--- src/rtl/gzhp_pkg.sv ---
// Package for the gzip header parser: item and result types and magic byte values.
// No dependencies; used by the front, queue and back modules.
`default_nettype none

package gzhp_pkg;

   localparam logic [7:0] MAGIC_ID1     = 8'h1F;
   localparam logic [7:0] MAGIC_ID2     = 8'h8B;
   localparam logic [7:0] MAGIC_ID2_OLD = 8'h9E;

   typedef struct packed {
      logic       restart;
      logic [7:0] data_byte;
      logic       byte_zero;
      logic       is_id1;
      logic       is_id2;
      logic       is_id2_old;
   } token_type;

   typedef struct packed {
      logic       payload_valid;
      logic [7:0] payload_byte;
      logic       header_done;
      logic [7:0] method_code;
      logic [3:0] error_bits;
   } result_type;

endpackage

`default_nettype wire

--- src/rtl/gzhp_if.sv ---
// Channel interfaces of the gzip header parser: byte input, result output, register write.
// No dependencies.
`default_nettype none

interface gzhp_req_if;
   logic       valid;
   logic       ready;
   logic       kind;
   logic [7:0] data_byte;
   modport source (output valid, kind, data_byte, input ready);
   modport sink (input valid, kind, data_byte, output ready);
endinterface

interface gzhp_rsp_if;
   logic       valid;
   logic       ready;
   logic       payload_valid;
   logic [7:0] payload_byte;
   logic       header_done;
   logic [7:0] method_code;
   logic [3:0] error_bits;
   modport source (output valid, payload_valid, payload_byte, header_done, method_code,
                   error_bits, input ready);
   modport sink (input valid, payload_valid, payload_byte, header_done, method_code,
                 error_bits, output ready);
endinterface

interface gzhp_csr_if;
   logic valid;
   logic ready;
   logic write_data;
   modport source (output valid, write_data, input ready);
   modport sink (input valid, write_data, output ready);
endinterface

`default_nettype wire

--- src/rtl/gzhp_front.sv ---
// Front end: accepts input items and classifies each byte against the magic values.
// Depends on gzhp_pkg and gzhp_req_if; feeds gzhp_queue.
`default_nettype none

module gzhp_front
   import gzhp_pkg::*;
(
   gzhp_req_if.sink   req_bus,
   input  logic       queue_full,
   output logic       push,
   output token_type  push_token
);

   assign req_bus.ready = !queue_full;
   assign push          = req_bus.valid && !queue_full;

   always_comb begin
      push_token.restart    = req_bus.kind;
      push_token.data_byte  = req_bus.data_byte;
      push_token.byte_zero  = (req_bus.data_byte == 8'h00);
      push_token.is_id1     = (req_bus.data_byte == MAGIC_ID1);
      push_token.is_id2     = (req_bus.data_byte == MAGIC_ID2);
      push_token.is_id2_old = (req_bus.data_byte == MAGIC_ID2_OLD);
   end

endmodule

`default_nettype wire

--- src/rtl/gzhp_queue.sv ---
// Short register queue of classified items between the front and back ends.
// Depends on gzhp_pkg.
`default_nettype none

module gzhp_queue
   import gzhp_pkg::*;
#(
   parameter int DEPTH = 2
)
(
   input  logic      clock,
   input  logic      reset,
   input  logic      push,
   input  token_type push_token,
   input  logic      pop,
   output logic      full,
   output logic      head_valid,
   output token_type head_token
);

   localparam int PTR_W = (DEPTH > 1) ? $clog2(DEPTH) : 1;
   localparam int CNT_W = $clog2(DEPTH + 1);

   token_type        entry_ff [DEPTH];
   logic [PTR_W-1:0] wr_ptr_ff, wr_ptr_in;
   logic [PTR_W-1:0] rd_ptr_ff, rd_ptr_in;
   logic [CNT_W-1:0] count_ff, count_in;

   assign full       = (count_ff == CNT_W'(DEPTH));
   assign head_valid = (count_ff != '0);
   assign head_token = entry_ff[rd_ptr_ff];

   always_comb begin
      wr_ptr_in = wr_ptr_ff;
      rd_ptr_in = rd_ptr_ff;
      count_in  = count_ff;
      if (push) begin
         wr_ptr_in = (wr_ptr_ff == PTR_W'(DEPTH - 1)) ? '0 : wr_ptr_ff + 1'b1;
      end
      if (pop) begin
         rd_ptr_in = (rd_ptr_ff == PTR_W'(DEPTH - 1)) ? '0 : rd_ptr_ff + 1'b1;
      end
      case ({push, pop})
         2'b10:   count_in = count_ff + 1'b1;
         2'b01:   count_in = count_ff - 1'b1;
         default: count_in = count_ff;
      endcase
   end

   always_ff @(posedge clock) begin
      if (reset) begin
         wr_ptr_ff <= '0;
         rd_ptr_ff <= '0;
         count_ff  <= '0;
      end else begin
         wr_ptr_ff <= wr_ptr_in;
         rd_ptr_ff <= rd_ptr_in;
         count_ff  <= count_in;
      end
   end

   always_ff @(posedge clock) begin
      if (push) begin
         entry_ff[wr_ptr_ff] <= push_token;
      end
   end

   a_no_overflow: assert property (@(posedge clock) disable iff (reset)
      !(push && full && !pop)) else $error("queue push while full");
   a_no_underflow: assert property (@(posedge clock) disable iff (reset)
      pop |-> head_valid) else $error("queue pop while empty");
   a_count_range: assert property (@(posedge clock) disable iff (reset)
      count_ff <= CNT_W'(DEPTH)) else $error("queue count out of range");

endmodule

`default_nettype wire

--- src/rtl/gzhp_back.sv ---
// Back end: header parse state machine, old-magic register and registered result.
// Depends on gzhp_pkg, gzhp_rsp_if and gzhp_csr_if; drained from gzhp_queue.
`default_nettype none

module gzhp_back
   import gzhp_pkg::*;
(
   input  logic      clock,
   input  logic      reset,
   gzhp_csr_if.sink  csr_bus,
   gzhp_rsp_if.source rsp_bus,
   input  logic      head_valid,
   input  token_type head_token,
   output logic      pop
);

   localparam logic [3:0] PH_MAGIC0  = 4'd0;
   localparam logic [3:0] PH_MAGIC1  = 4'd1;
   localparam logic [3:0] PH_METHOD  = 4'd2;
   localparam logic [3:0] PH_FLAGS   = 4'd3;
   localparam logic [3:0] PH_FIXED   = 4'd4;
   localparam logic [3:0] PH_XLEN_LO = 4'd5;
   localparam logic [3:0] PH_XLEN_HI = 4'd6;
   localparam logic [3:0] PH_XDATA   = 4'd7;
   localparam logic [3:0] PH_NAME    = 4'd8;
   localparam logic [3:0] PH_COMMENT = 4'd9;
   localparam logic [3:0] PH_PAYLOAD = 4'd10;
   localparam logic [3:0] PH_BAD     = 4'd11;

   localparam int FL_CONT    = 1;
   localparam int FL_EXTRA   = 2;
   localparam int FL_NAME    = 3;
   localparam int FL_COMMENT = 4;
   localparam int FL_ENCRYPT = 5;

   localparam logic [15:0] FIXED_SKIP = 16'd6;

   logic        old_magic_ff;
   logic [3:0]  phase_ff, phase_in;
   logic        first_ok_ff, first_ok_in;
   logic [7:0]  flags_ff, flags_in;
   logic [7:0]  method_ff, method_in;
   logic [15:0] skip_ff, skip_in;
   logic [3:0]  error_ff, error_in;
   logic        rsp_valid_ff;
   result_type  rsp_ff, rsp_in;
   logic [15:0] skip_dec;
   logic [15:0] xlen;

   function automatic logic [3:0] after_name(input logic [7:0] fl);
      return fl[FL_COMMENT] ? PH_COMMENT : PH_PAYLOAD;
   endfunction

   function automatic logic [3:0] after_extra(input logic [7:0] fl);
      return fl[FL_NAME] ? PH_NAME : after_name(fl);
   endfunction

   assign csr_bus.ready = 1'b1;
   assign pop           = head_valid && (!rsp_valid_ff || rsp_bus.ready);
   assign skip_dec      = skip_ff - 16'd1;
   assign xlen          = {head_token.data_byte, skip_ff[7:0]};

   always_comb begin
      phase_in    = phase_ff;
      first_ok_in = first_ok_ff;
      flags_in    = flags_ff;
      method_in   = method_ff;
      skip_in     = skip_ff;
      error_in    = error_ff;
      rsp_in      = '0;
      if (head_token.restart) begin
         phase_in    = PH_MAGIC0;
         first_ok_in = 1'b0;
         flags_in    = '0;
         method_in   = '0;
         skip_in     = '0;
         error_in    = '0;
      end else begin
         case (phase_ff)
            PH_MAGIC0: begin
               first_ok_in = head_token.is_id1;
               phase_in    = PH_MAGIC1;
            end
            PH_MAGIC1: begin
               if (first_ok_ff &&
                   (head_token.is_id2 || (old_magic_ff && head_token.is_id2_old))) begin
                  phase_in = PH_METHOD;
               end else begin
                  error_in[3] = 1'b1;
                  phase_in    = PH_BAD;
               end
            end
            PH_METHOD: begin
               method_in = head_token.data_byte;
               phase_in  = PH_FLAGS;
            end
            PH_FLAGS: begin
               flags_in    = head_token.data_byte;
               error_in[0] = error_ff[0] | head_token.data_byte[FL_ENCRYPT];
               error_in[1] = error_ff[1] | head_token.data_byte[FL_CONT];
               error_in[2] = error_ff[2] | (|head_token.data_byte[7:6]);
               skip_in     = FIXED_SKIP;
               phase_in    = PH_FIXED;
            end
            PH_FIXED: begin
               skip_in = skip_dec;
               if (skip_dec == '0) begin
                  phase_in = flags_ff[FL_EXTRA] ? PH_XLEN_LO : after_extra(flags_ff);
               end
            end
            PH_XLEN_LO: begin
               skip_in  = {8'h00, head_token.data_byte};
               phase_in = PH_XLEN_HI;
            end
            PH_XLEN_HI: begin
               skip_in  = xlen;
               phase_in = (xlen == '0) ? after_extra(flags_ff) : PH_XDATA;
            end
            PH_XDATA: begin
               skip_in = skip_dec;
               if (skip_dec == '0) begin
                  phase_in = after_extra(flags_ff);
               end
            end
            PH_NAME: begin
               if (head_token.byte_zero) begin
                  phase_in = after_name(flags_ff);
               end
            end
            PH_COMMENT: begin
               if (head_token.byte_zero) begin
                  phase_in = PH_PAYLOAD;
               end
            end
            PH_PAYLOAD: begin
               rsp_in.payload_valid = 1'b1;
               rsp_in.payload_byte  = head_token.data_byte;
            end
            default: begin
               phase_in = PH_BAD;
            end
         endcase
      end
      rsp_in.header_done = (phase_in == PH_PAYLOAD);
      rsp_in.method_code = method_in;
      rsp_in.error_bits  = error_in;
   end

   always_ff @(posedge clock) begin
      if (reset) begin
         old_magic_ff <= 1'b1;
         phase_ff     <= PH_MAGIC0;
         first_ok_ff  <= 1'b0;
         flags_ff     <= '0;
         method_ff    <= '0;
         skip_ff      <= '0;
         error_ff     <= '0;
         rsp_valid_ff <= 1'b0;
      end else begin
         if (csr_bus.valid) begin
            old_magic_ff <= csr_bus.write_data;
         end
         if (pop) begin
            phase_ff    <= phase_in;
            first_ok_ff <= first_ok_in;
            flags_ff    <= flags_in;
            method_ff   <= method_in;
            skip_ff     <= skip_in;
            error_ff    <= error_in;
         end
         if (pop) begin
            rsp_valid_ff <= 1'b1;
         end else if (rsp_bus.ready) begin
            rsp_valid_ff <= 1'b0;
         end
      end
   end

   always_ff @(posedge clock) begin
      if (pop) begin
         rsp_ff <= rsp_in;
      end
   end

   assign rsp_bus.valid         = rsp_valid_ff;
   assign rsp_bus.payload_valid = rsp_ff.payload_valid;
   assign rsp_bus.payload_byte  = rsp_ff.payload_byte;
   assign rsp_bus.header_done   = rsp_ff.header_done;
   assign rsp_bus.method_code   = rsp_ff.method_code;
   assign rsp_bus.error_bits    = rsp_ff.error_bits;

   a_bad_has_error: assert property (@(posedge clock) disable iff (reset)
      (phase_ff == PH_BAD) |-> error_ff[3]) else $error("bad phase without magic error");
   a_skip_nonzero: assert property (@(posedge clock) disable iff (reset)
      (phase_ff == PH_FIXED || phase_ff == PH_XDATA) |-> (skip_ff != '0))
      else $error("skip phase with zero count");
   a_payload_after_header: assert property (@(posedge clock) disable iff (reset)
      (rsp_valid_ff && rsp_ff.payload_valid) |-> rsp_ff.header_done)
      else $error("payload before header done");
   a_restart_clears: assert property (@(posedge clock) disable iff (reset)
      (pop && head_token.restart) |=> (phase_ff == PH_MAGIC0 && rsp_ff == '0))
      else $error("restart did not clear parse state");

endmodule

`default_nettype wire

--- src/rtl/gzip_header_parser_unit.sv ---
// gzip member header parser: strips the member header from a byte stream and passes payload.
// One result per input item. Up to one item per cycle is taken while the queue is not full;
// each item is held in the QUEUE_DEPTH-entry queue and then in the result register.
// Depends on gzhp_pkg, the gzhp interfaces, gzhp_front, gzhp_queue and gzhp_back.
`default_nettype none

module gzip_header_parser_unit
   import gzhp_pkg::*;
#(
   parameter int QUEUE_DEPTH = 2
)
(
   input  logic       clock,
   input  logic       reset,
   gzhp_req_if.sink   req_bus,
   gzhp_rsp_if.source rsp_bus,
   gzhp_csr_if.sink   csr_bus
);

   logic      queue_full;
   logic      push;
   token_type push_token;
   logic      pop;
   logic      head_valid;
   token_type head_token;

   gzhp_front u_front (
      .req_bus    (req_bus),
      .queue_full (queue_full),
      .push       (push),
      .push_token (push_token)
   );

   gzhp_queue #(
      .DEPTH (QUEUE_DEPTH)
   ) u_queue (
      .clock      (clock),
      .reset      (reset),
      .push       (push),
      .push_token (push_token),
      .pop        (pop),
      .full       (queue_full),
      .head_valid (head_valid),
      .head_token (head_token)
   );

   gzhp_back u_back (
      .clock      (clock),
      .reset      (reset),
      .csr_bus    (csr_bus),
      .rsp_bus    (rsp_bus),
      .head_valid (head_valid),
      .head_token (head_token),
      .pop        (pop)
   );

endmodule

`default_nettype wire
--- src/flat_wrapper.sv ---
// flat-port wrapper written by rule: the top's interface ports become plain ports
module gzip_header_parser_unit_flat import gzhp_pkg::*;
#(
   parameter int QUEUE_DEPTH = 2
)
  (clock, reset, req_bus_valid, req_bus_kind, req_bus_data_byte, req_bus_ready, rsp_bus_valid, rsp_bus_payload_valid, rsp_bus_payload_byte, rsp_bus_header_done, rsp_bus_method_code, rsp_bus_error_bits, rsp_bus_ready, csr_bus_valid, csr_bus_write_data, csr_bus_ready);
  gzhp_req_if req_bus_i ();
  gzhp_rsp_if rsp_bus_i ();
  gzhp_csr_if csr_bus_i ();
  input  logic clock;
  input  logic reset;
  input wire logic [$bits(req_bus_i.valid)-1:0] req_bus_valid;
  input wire logic [$bits(req_bus_i.kind)-1:0] req_bus_kind;
  input wire logic [$bits(req_bus_i.data_byte)-1:0] req_bus_data_byte;
  output wire logic [$bits(req_bus_i.ready)-1:0] req_bus_ready;
  output wire logic [$bits(rsp_bus_i.valid)-1:0] rsp_bus_valid;
  output wire logic [$bits(rsp_bus_i.payload_valid)-1:0] rsp_bus_payload_valid;
  output wire logic [$bits(rsp_bus_i.payload_byte)-1:0] rsp_bus_payload_byte;
  output wire logic [$bits(rsp_bus_i.header_done)-1:0] rsp_bus_header_done;
  output wire logic [$bits(rsp_bus_i.method_code)-1:0] rsp_bus_method_code;
  output wire logic [$bits(rsp_bus_i.error_bits)-1:0] rsp_bus_error_bits;
  input wire logic [$bits(rsp_bus_i.ready)-1:0] rsp_bus_ready;
  input wire logic [$bits(csr_bus_i.valid)-1:0] csr_bus_valid;
  input wire logic [$bits(csr_bus_i.write_data)-1:0] csr_bus_write_data;
  output wire logic [$bits(csr_bus_i.ready)-1:0] csr_bus_ready;
  assign req_bus_i.valid = req_bus_valid;
  assign req_bus_i.kind = req_bus_kind;
  assign req_bus_i.data_byte = req_bus_data_byte;
  assign req_bus_ready = req_bus_i.ready;
  assign rsp_bus_valid = rsp_bus_i.valid;
  assign rsp_bus_payload_valid = rsp_bus_i.payload_valid;
  assign rsp_bus_payload_byte = rsp_bus_i.payload_byte;
  assign rsp_bus_header_done = rsp_bus_i.header_done;
  assign rsp_bus_method_code = rsp_bus_i.method_code;
  assign rsp_bus_error_bits = rsp_bus_i.error_bits;
  assign rsp_bus_i.ready = rsp_bus_ready;
  assign csr_bus_i.valid = csr_bus_valid;
  assign csr_bus_i.write_data = csr_bus_write_data;
  assign csr_bus_ready = csr_bus_i.ready;
  gzip_header_parser_unit #(.QUEUE_DEPTH(QUEUE_DEPTH)) u_core (.clock(clock), .reset(reset), .req_bus(req_bus_i), .rsp_bus(rsp_bus_i), .csr_bus(csr_bus_i));
endmodule
--- config.mk ---
export PLATFORM = sky130hd
export DESIGN_NAME = gzip_header_parser_unit_flat
export DESIGN_NICKNAME = d
export VERILOG_FILES = /design/src/rtl/gzhp_pkg.sv /design/src/rtl/gzhp_if.sv /design/src/rtl/gzhp_front.sv /design/src/rtl/gzhp_queue.sv /design/src/rtl/gzhp_back.sv /design/src/rtl/gzip_header_parser_unit.sv /design/src/flat_wrapper.sv
export SDC_FILE = /design/constraint.sdc
export NUM_CORES = 1
export LEC_CHECK = 0
export ABC_CLOCK_PERIOD_IN_PS = 2650
export BUFFER_PORTS_ARGS = -buffer_cell sky130_fd_sc_hd__buf_2
export CORE_AREA = 2 2 110 112
export CTS_CLUSTER_SIZE = 24
export DETAILED_ROUTE_END_ITERATION = 7
export DIE_AREA = 0 0 112 114
export GPL_ROUTABILITY_DRIVEN = 0
export SLEW_MARGIN = 20
export SYNTH_ARGS = -nofsm -noshare
export SYNTH_HDL_FRONTEND = slang
export SYNTH_SLANG_ARGS = --single-unit
--- constraint.sdc ---
create_clock -name clock -period 2.65 [get_ports clock]
set_input_delay 0.265 -clock clock [delete_from_list [all_inputs] [get_ports clock]]
set_output_delay 0.265 -clock clock [all_outputs]
set_load 0.01 [all_outputs]
==> flow_summary.toml, run 1 <==
[cts]
post-cts-setup-buffers = 0
clock_tree_from_tritoncts = "yes"
number_of_buffers_added_to_fix_hold_violations_after_cts = 0
clock_buffer_count_from_cts = 9
cts_htree_levels = 3
cts_resized = 0
cts-root-to-sink-buffers = 2
cts_sinks = 91
clk_pin_slew_ps = 60
clock_tree_root = "sky130_fd_sc_hd__clkbuf_16"
clock_network_latency_to_the_later_pin_of_the_worst_skew_pair_ps = 340

[timing]
max_freq_mhz = 398
setup_violations = 0
worst_slew_pin_slew_ps = 676
finalHoldViolCount = 0
final_period_minus_worst_setup_slack_ps = 2510
finClkSkew_ps = 5.76
timing.final.crit_share_pct = 94.9
grt_setup_unrepaired = "false"
setup_tns_ps = 0
max_slew_margin_pct = 53.6
finalMaxSlewViolations = 0
timing.final.ws_setup_ps = 136

[routing]
initialDrtViolationCount = 325
drt-pass1-iter-count = 5
via_per_inst = 5.66
detailroute.via_count = 3806
wire_per_inst_um = 16.4
drc = 0
postRouteWirelength_mm = 11.0
final_antenna_net_count = 0

[floorplan]
die_footprint_um2 = 12800
io_pins = 40
die_width_um = 112
floorplan.core_area_um2 = 11700
initial_utilization_pct = 39.0
dieHeight_um = 114
row_count = 40

[final_layout]
nFillCells = 1145
final_layout_size_suffix_gt1_share_pct = 18.3
antenna_cells_inserted = 0
area.sequential_um2 = 2300
synthToLayoutAreaGrowth_pct = 15.7
layout.nets = 539
multi_input_area_um2 = 2100

[synthesis]
postSynth.topFlopCell = "sky130_fd_sc_hd__edfxtp_1"
synth_area_per_cell_um2 = 9.64
fraction_of_the_yosys_area_taken_by_sequential_cells_pct = 50.4
synth_edf_count = 48
post_synth_inst_count = 474
yosys_warnings = 0
synth_area_um2 = 4570
synth.distinct_cells = 68
synth_nets = 492
synth.ff_latch_count = 91
asyncSetResetFlopFracSynth_pct = 0

[power]
total_switching_power_mw = 1.63
combinationalPowerShare_pct = 32.8
clock_power_share_pct = 25.1
netSwitchingFraction_pct = 35.3
seqPwrFrac_pct = 42.1
power_report.internal_total_mw = 2.99
power.total_mw = 4.62
powerDensity_nw_per_um2 = 874
cellLeakagePower_nw = 1.92
irDropWorstVdd_v = 0.000609

[run_status]
outcome = "complete, no violations"

[critical_path]
reg2reg_slack_ps = 140
setup.worst_path.class = "flip-flop to flip-flop"
critical_r2r_capture = "u_core.u_back.rsp_bus.header_done"
reg2reg_from = "u_core.u_back.skip_ff[1]"
crit_fanout = 6
critical_path_arrival_ps = 2680
reg2reg_depth = 10
setup.worst_path.start_class = "flip-flop"
worst-endpoint-required_ps = 2810
worstSetupEndpointType = "flip-flop"

[placed_design]
dp.final_hpwl_mm = 7.78
port_buffers = 38
post-place-ws_ps = 142

[global_route]
grt_util_all_layers_pct = 18.0
pin_count_of_the_biggest_net_entering_global_routing = 41
antenna_found_initial = 0
grt_first_pass_wirelength_mm = 18.1
grt_pass1_vias = 3513
globalRouteOverflowTotal = 0

[worst_hold_path]
min-delay-start = "req_bus_kind"
timing.hold.worst_endpoint = "u_core.u_queue.entry_ff[0][12]"
hold_path_depth = 1
hp-class = "input pin to flip-flop"

[flow_run]
maxCapViolCount = 0
==> area by class of cell <==
cell class              count  share of cell area [%]
repair buffers             65                    7.43
flip-flops and latches     91                    43.6
well taps                 147                    3.48
inverters                  11                   0.781
multi-input cells         343                    39.7
clock buffers              13                    4.73
clock inverters             3                   0.284
==> metal layers <==
layer,vias to the layer above,track usage (%),wire [um]
met5,-,0,0
met4,0,6.02,238
met3,19,5.10,732
met2,130,28.5,5010
met1,1824,23.9,5050
li1,1833,-,-
==> logic make-up after synthesis <==
family | count (synthesis) | share of synthesized area, %
buffers and inverters | 40 | 3.83
adders and majority gates | 3 | 0.822
and+or+nand+nor | 195 | 22.2
xor gates and xnor gates | 18 | 3.45
other | 1 | 0.0821
muxes | 12 | 2.71
AOI/OAI and AO/OA | 114 | 16.5
DFF | 91 | 50.4
==> sequential cells by signal, indices dropped and copies added (netlist names), named ones only <==
name	count
u_core.u_back.skip_ff	16
u_core.u_back.rsp_bus.error_bits	4
u_core.u_back.old_magic_ff	1
u_core.u_back.method_ff	8
u_core.u_back.rsp_bus.payload_byte	8
u_core.u_back.phase_ff	4
u_core.u_back.rsp_bus.method_code	8
u_core.u_back.rsp_bus.valid	1
u_core.u_back.flags_ff	3
u_core.u_queue.count_ff	2
u_core.u_back.error_ff	4
u_core.u_back.first_ok_ff	1
u_core.u_queue.entry_ff	26
u_core.u_back.rsp_bus.payload_valid	1
u_core.u_queue.rd_ptr_ff	1
u_core.u_back.rsp_bus.header_done	1
u_core.u_queue.wr_ptr_ff	1
==> critical path, cell delays in order, from the launching register on <==
cell                      delay (ps)
sky130_fd_sc_hd__dfxtp_1         360
sky130_fd_sc_hd__inv_1           100
sky130_fd_sc_hd__ha_1            160
sky130_fd_sc_hd__nor3b_1         300
sky130_fd_sc_hd__nand2_1         210
sky130_fd_sc_hd__xnor2_1         190
sky130_fd_sc_hd__o31ai_1          80
sky130_fd_sc_hd__buf_4           150
sky130_fd_sc_hd__and4_4          190
sky130_fd_sc_hd__o31a_1          300
sky130_fd_sc_hd__nor4b_2         300
==> cell usage after synthesis (9+ instances only) <==
| cell type | n | area, um^2 |
|---|---|---|
| sky130_fd_sc_hd__a21oi_1 | 26 | 130 |
| sky130_fd_sc_hd__xor2_1 | 10 | 87.6 |
| sky130_fd_sc_hd__nor2_1 | 69 | 259 |
| sky130_fd_sc_hd__edfxtp_1 | 48 | 1440 |
| sky130_fd_sc_hd__nor3_1 | 15 | 75.1 |
| sky130_fd_sc_hd__nand2_1 | 46 | 173 |
| sky130_fd_sc_hd__dfxtp_1 | 43 | 861 |
| sky130_fd_sc_hd__inv_1 | 10 | 37.5 |
| sky130_fd_sc_hd__clkbuf_1 | 19 | 71.3 |
| sky130_fd_sc_hd__a211oi_1 | 10 | 75.1 |
| sky130_fd_sc_hd__a22oi_1 | 15 | 113 |
| sky130_fd_sc_hd__o22ai_1 | 10 | 62.6 |
| sky130_fd_sc_hd__mux2i_1 | 9 | 90.1 |
| sky130_fd_sc_hd__nor4_1 | 10 | 62.6 |
| sky130_fd_sc_hd__o21ai_0 | 20 | 100 |
==> worst max path at each step <==
stage | startpoint | end | slack [ps] | depth (start not counted)
CTS | u_core.u_back.skip_ff[1] | u_core.u_back.rsp_bus.header_done | 150 | 9
floorplan | u_core.u_queue.count_ff[0] | u_core.u_queue.count_ff[1] | 100 | 8
detailed placement | u_core.u_back.skip_ff[1] | u_core.u_back.rsp_bus.header_done | 140 | 9
global route | u_core.u_back.skip_ff[1] | u_core.u_back.rsp_bus.header_done | 10 | 10
global placement | u_core.u_back.skip_ff[0] | u_core.u_back.rsp_bus.header_done | 270 | 8
finish | u_core.u_back.skip_ff[1] | u_core.u_back.rsp_bus.header_done | 140 | 10
==> metrics by stage <==
| step | std cells | hold slack [ps] | cell area, um^2 | utilization (%) |
|---|---|---|---|---|
| after floorplan | 474 | 364 | 4580 | - |
| after detailed placement | 657 | 451 | 5010 | 42.8 |
| after CTS | 673 | 95.4 | 5280 | 45.1 |
| final | 673 | 114 | 5290 | 45.1 |
| after global routing | 673 | 95.5 | 5290 | 45.1 |
| after global placement | 657 | 441 | 5010 | 42.8 |
==> cells in the final DEF, fill, tap and decap left out, types with 3 or more instances in the layout <==
master / synthesis / routed
sky130_fd_sc_hd__o21ai_0: 20 / 20
sky130_fd_sc_hd__o32ai_1: 3 / 3
sky130_fd_sc_hd__a22oi_1: 15 / 15
sky130_fd_sc_hd__nor4_1: 10 / 10
sky130_fd_sc_hd__buf_4: 1 / 27
sky130_fd_sc_hd__xnor2_1: 8 / 8
sky130_fd_sc_hd__nor3_1: 15 / 15
sky130_fd_sc_hd__buf_2: 5 / 38
sky130_fd_sc_hd__or3_1: 6 / 6
sky130_fd_sc_hd__clkbuf_1: 19 / 3
sky130_fd_sc_hd__edfxtp_1: 48 / 48
sky130_fd_sc_hd__a21oi_1: 26 / 26
sky130_fd_sc_hd__a211oi_1: 10 / 10
sky130_fd_sc_hd__ha_1: 3 / 3
sky130_fd_sc_hd__mux2_2: 3 / 3
sky130_fd_sc_hd__nand3_1: 7 / 7
sky130_fd_sc_hd__clkbuf_16: 0 / 9
sky130_fd_sc_hd__nor2_1: 69 / 69
sky130_fd_sc_hd__inv_1: 10 / 10
sky130_fd_sc_hd__clkinv_2: 0 / 3
sky130_fd_sc_hd__o21ai_1: 3 / 3
sky130_fd_sc_hd__o31a_1: 3 / 3
sky130_fd_sc_hd__mux2i_1: 9 / 9
sky130_fd_sc_hd__nor3b_1: 4 / 4
sky130_fd_sc_hd__xor2_1: 10 / 10
sky130_fd_sc_hd__nor4_4: 2 / 3
sky130_fd_sc_hd__dfxtp_1: 43 / 43
sky130_fd_sc_hd__o22ai_1: 10 / 10
sky130_fd_sc_hd__nand2_1: 46 / 46
sky130_fd_sc_hd__nor2b_1: 5 / 5
sky130_fd_sc_hd__nand2b_1: 6 / 6
==> power groups by stage <==
stage               combinational [mW]  clock (mW)  sequential [mW]
floorplan                        0.910           0             1.97
global placement                  1.50           0             1.97
detailed placement                1.51           0             1.97
CTS                               1.51        1.21             1.94
global route                      1.65        1.25             1.97
finish                            1.52        1.16             1.94
Note: power is estimated with default switching activity, not from simulation.
==> run 2: changes to the inputs <==
--- a/config.mk
+++ b/config.mk
@@ -5,13 +5,15 @@
 export SDC_FILE = /design/constraint.sdc
 export NUM_CORES = 1
 export LEC_CHECK = 0
-export ABC_CLOCK_PERIOD_IN_PS = 2650
+export ABC_CLOCK_PERIOD_IN_PS = 3000
 export BUFFER_PORTS_ARGS = -buffer_cell sky130_fd_sc_hd__buf_2
 export CORE_AREA = 2 2 110 112
 export CTS_CLUSTER_SIZE = 24
 export DETAILED_ROUTE_END_ITERATION = 7
 export DIE_AREA = 0 0 112 114
 export GPL_ROUTABILITY_DRIVEN = 0
+export GPL_TIMING_DRIVEN = 1
+export REMOVE_ABC_BUFFERS = 1
 export SLEW_MARGIN = 20
 export SYNTH_ARGS = -nofsm -noshare
 export SYNTH_HDL_FRONTEND = slang
==> constraint.sdc (replaced) <==
create_clock -name clock -period 3 [get_ports clock]
set_input_delay 0.3 -clock clock [delete_from_list [all_inputs] [get_ports clock]]
set_output_delay 0.3 -clock clock [all_outputs]
set_load 0.01 [all_outputs]
==> run 2 against run 1 <==
Compared with the run above:
- global-route usage is 0.16 points lower
- sequential power is 11% lower
- sequential share of layout area is 0.32 points higher
- clock skew is 4.0 ps higher
- design area is 0.73% lower
- power is 9.6% lower
- first-iteration DRC count is 18% lower
- fmax is 9.9% lower
- critical path type unchanged
- largest power group unchanged
- register-to-register slack better by 70 ps
==> flow_summary.toml, run 2 (synthesis results as in run 1) <==
[final_layout]
layout.cells.most_common_list = "sky130_fd_sc_hd__nor2_1, sky130_fd_sc_hd__edfxtp_1, sky130_fd_sc_hd__nand2_1"
layout.cells.non_filler = 666
synthToLayoutAreaGrowth_pct = 14.8
layout.cells.most_common = "sky130_fd_sc_hd__nor2_1"
regMostFlops = "u_core.u_queue.entry_ff"
layout.nets = 532
largest_reg_flops = 26
design_area_um2 = 5250
antenna_cells_inserted = 0
nFillCells = 1138
regs_by_ff_count = "u_core.u_queue.entry_ff (26), u_core.u_back.skip_ff (16)"
final_layout_size_suffix_gt1_share_pct = 17.1

[power]
irDropWorstVdd_v = 0.000522
powerDensity_nw_per_um2 = 796
cellLeakagePower_nw = 1.89

[global_route]
globalRouteOverflowTotal = 0
grt_first_pass_wirelength_mm = 17.8
pin_count_of_the_biggest_net_entering_global_routing = 40
grt_util_all_layers_pct = 17.8
grt_pass1_vias = 3430
antenna_found_initial = 0

[critical_path]
critPathBufInv = 1
worst_path_max_delay_cell = "sky130_fd_sc_hd__o31ai_1"
worst-endpoint-required_ps = 3100
worstSetupEndpointType = "flip-flop"
crit_fanout = 8
critical_path_arrival_ps = 2890
setup.worst_path.class = "flip-flop to flip-flop"
cpPeakStageDelay_ps = 400
cp_cell_sequence = "inv_1 -> ha_1 -> nor3b_1 -> nand2_1 -> xnor2_1 -> o31ai_1 -> a41oi_1 -> a211oi_2 -> nor4b_2"
setup.worst_path.start_class = "flip-flop"
critPathTopFamily = "compound AO/OA/AOI/OAI gates"

[floorplan]
dieHeight_um = 114
initial_utilization_pct = 39.0
die_width_um = 112
row_count = 40
die_footprint_um2 = 12800
io_pins = 40
floorplan.core_area_um2 = 11700

[cts]
clock_network_latency_to_the_later_pin_of_the_worst_skew_pair_ps = 350
clock_tree_from_tritoncts = "yes"
clk_pin_slew_ps = 60
cts_resized = 0
number_of_buffers_added_to_fix_hold_violations_after_cts = 0
clock_buffer_count_from_cts = 9
clock_tree_root = "sky130_fd_sc_hd__clkbuf_16"
cts-root-to-sink-buffers = 2
cts_sinks = 91
cts_htree_levels = 3
post-cts-setup-buffers = 0

[timing]
finClkSkew_ps = 9.73
grt_setup_unrepaired = "false"
setup_tns_ps = 0
finalHoldViolCount = 0
setup_violations = 0
final_period_minus_worst_setup_slack_ps = 2790
timing.final.crit_share_pct = 93.0
max_slew_margin_pct = 50.2
max_freq_mhz = 358
finalMaxSlewViolations = 0
final.hold.worst_slack_ps = 146
worst_slew_pin_slew_ps = 726

[routing]
drc = 0
detailroute.via_count = 3722
drt-pass1-iter-count = 5
wire_per_inst_um = 16.8
via_per_inst = 5.59
postRouteWirelength_mm = 11.2
final_antenna_net_count = 0
initialDrtViolationCount = 267

[worst_hold_path]
hp-class = "input pin to flip-flop"

[placed_design]
dp.final_hpwl_mm = 7.66
port_buffers = 38
numPlacedInstances = 650
detailed_place.area_um2 = 4960

[run_status]
outcome = "complete, no violations"

[flow_run]
maxCapViolCount = 0
run 2: changes by cell type in the layout (fill, tap and decap cells not counted):
cell / before / now
sky130_fd_sc_hd__inv_6: 0 / 1
sky130_fd_sc_hd__clkinvlp_4: 0 / 1
sky130_fd_sc_hd__buf_4: 27 / 20
sky130_fd_sc_hd__clkinv_2: 3 / 1
sky130_fd_sc_hd__clkbuf_8: 1 / 0
sky130_fd_sc_hd__nor4_2: 1 / 2
sky130_fd_sc_hd__nor4_4: 3 / 2
sky130_fd_sc_hd__bufinv_16: 0 / 1
run 2: final cells by class:
| class | count | area (um^2) | area share, % |
|---|---|---|---|
| inverter | 11 | 41.3 | 0.787 |
| tap | 147 | 184 | 3.51 |
| clock buffer | 12 | 236 | 4.51 |
| timing repair buffer | 58 | 340 | 6.49 |
| clock inverter | 4 | 51.3 | 0.978 |
| multi-input combinational | 343 | 2090 | 39.9 |
| sequential | 91 | 2300 | 43.9 |
run 2: metal layers:
metal | part of all wire (%) | vias to the layer above | GRT usage (%)
li1 | - | 1828 | -
met5 | 0 | - | 0
met4 | 1.8 | 0 | 6.50
met2 | 45 | 123 | 28.0
met3 | 6.5 | 18 | 4.57
met1 | 47 | 1753 | 24.0
run 2: path summary, 6_finish.rpt:
check | start | endpoint | slack [ps] | depth (start not counted)
hold / removal | req_bus_kind | u_core.u_queue.entry_ff[0][12] | 150 | 1
setup / recovery | u_core.u_back.skip_ff[0] | u_core.u_back.rsp_bus.header_done | 210 | 9
setup reg to reg | u_core.u_back.skip_ff[0] | u_core.u_back.rsp_bus.header_done | 210 | 9
hold reg to reg | u_core.u_back.method_ff[0] | u_core.u_back.method_ff[0] | 460 | 2
run 2: power by group:
| part | switching [mW] | total (mW) | internal [mW] | leakage [nW] |
|---|---|---|---|---|
| Clock | 0.470 | 1.12 | 0.648 | 0.137 |
| Sequential | 0.142 | 1.73 | 1.59 | 0.810 |
| Combinational | 0.865 | 1.33 | 0.464 | 0.940 |
| Total | 1.48 | 4.18 | 2.70 | 1.89 |
run 2: worst reg2reg max path, delay by kind of cell (launching register included):
kind            cells  cell delay (ps)
buf+inv             1               90
fa+ha+maj           1              290
xor+xnor            1              180
simple gates        3              680
flops               1              390
compound gates      3              920
run 2: metrics by stage:
stage	utilization, %	worst slack [ps]	total power, mW
after floorplan	-	232	2.48
after global placement	42.4	386	3.05
after detailed placement	42.4	233	3.07
after CTS	44.8	240	4.19
after global routing	44.8	17.5	4.39
final	44.8	210	4.18
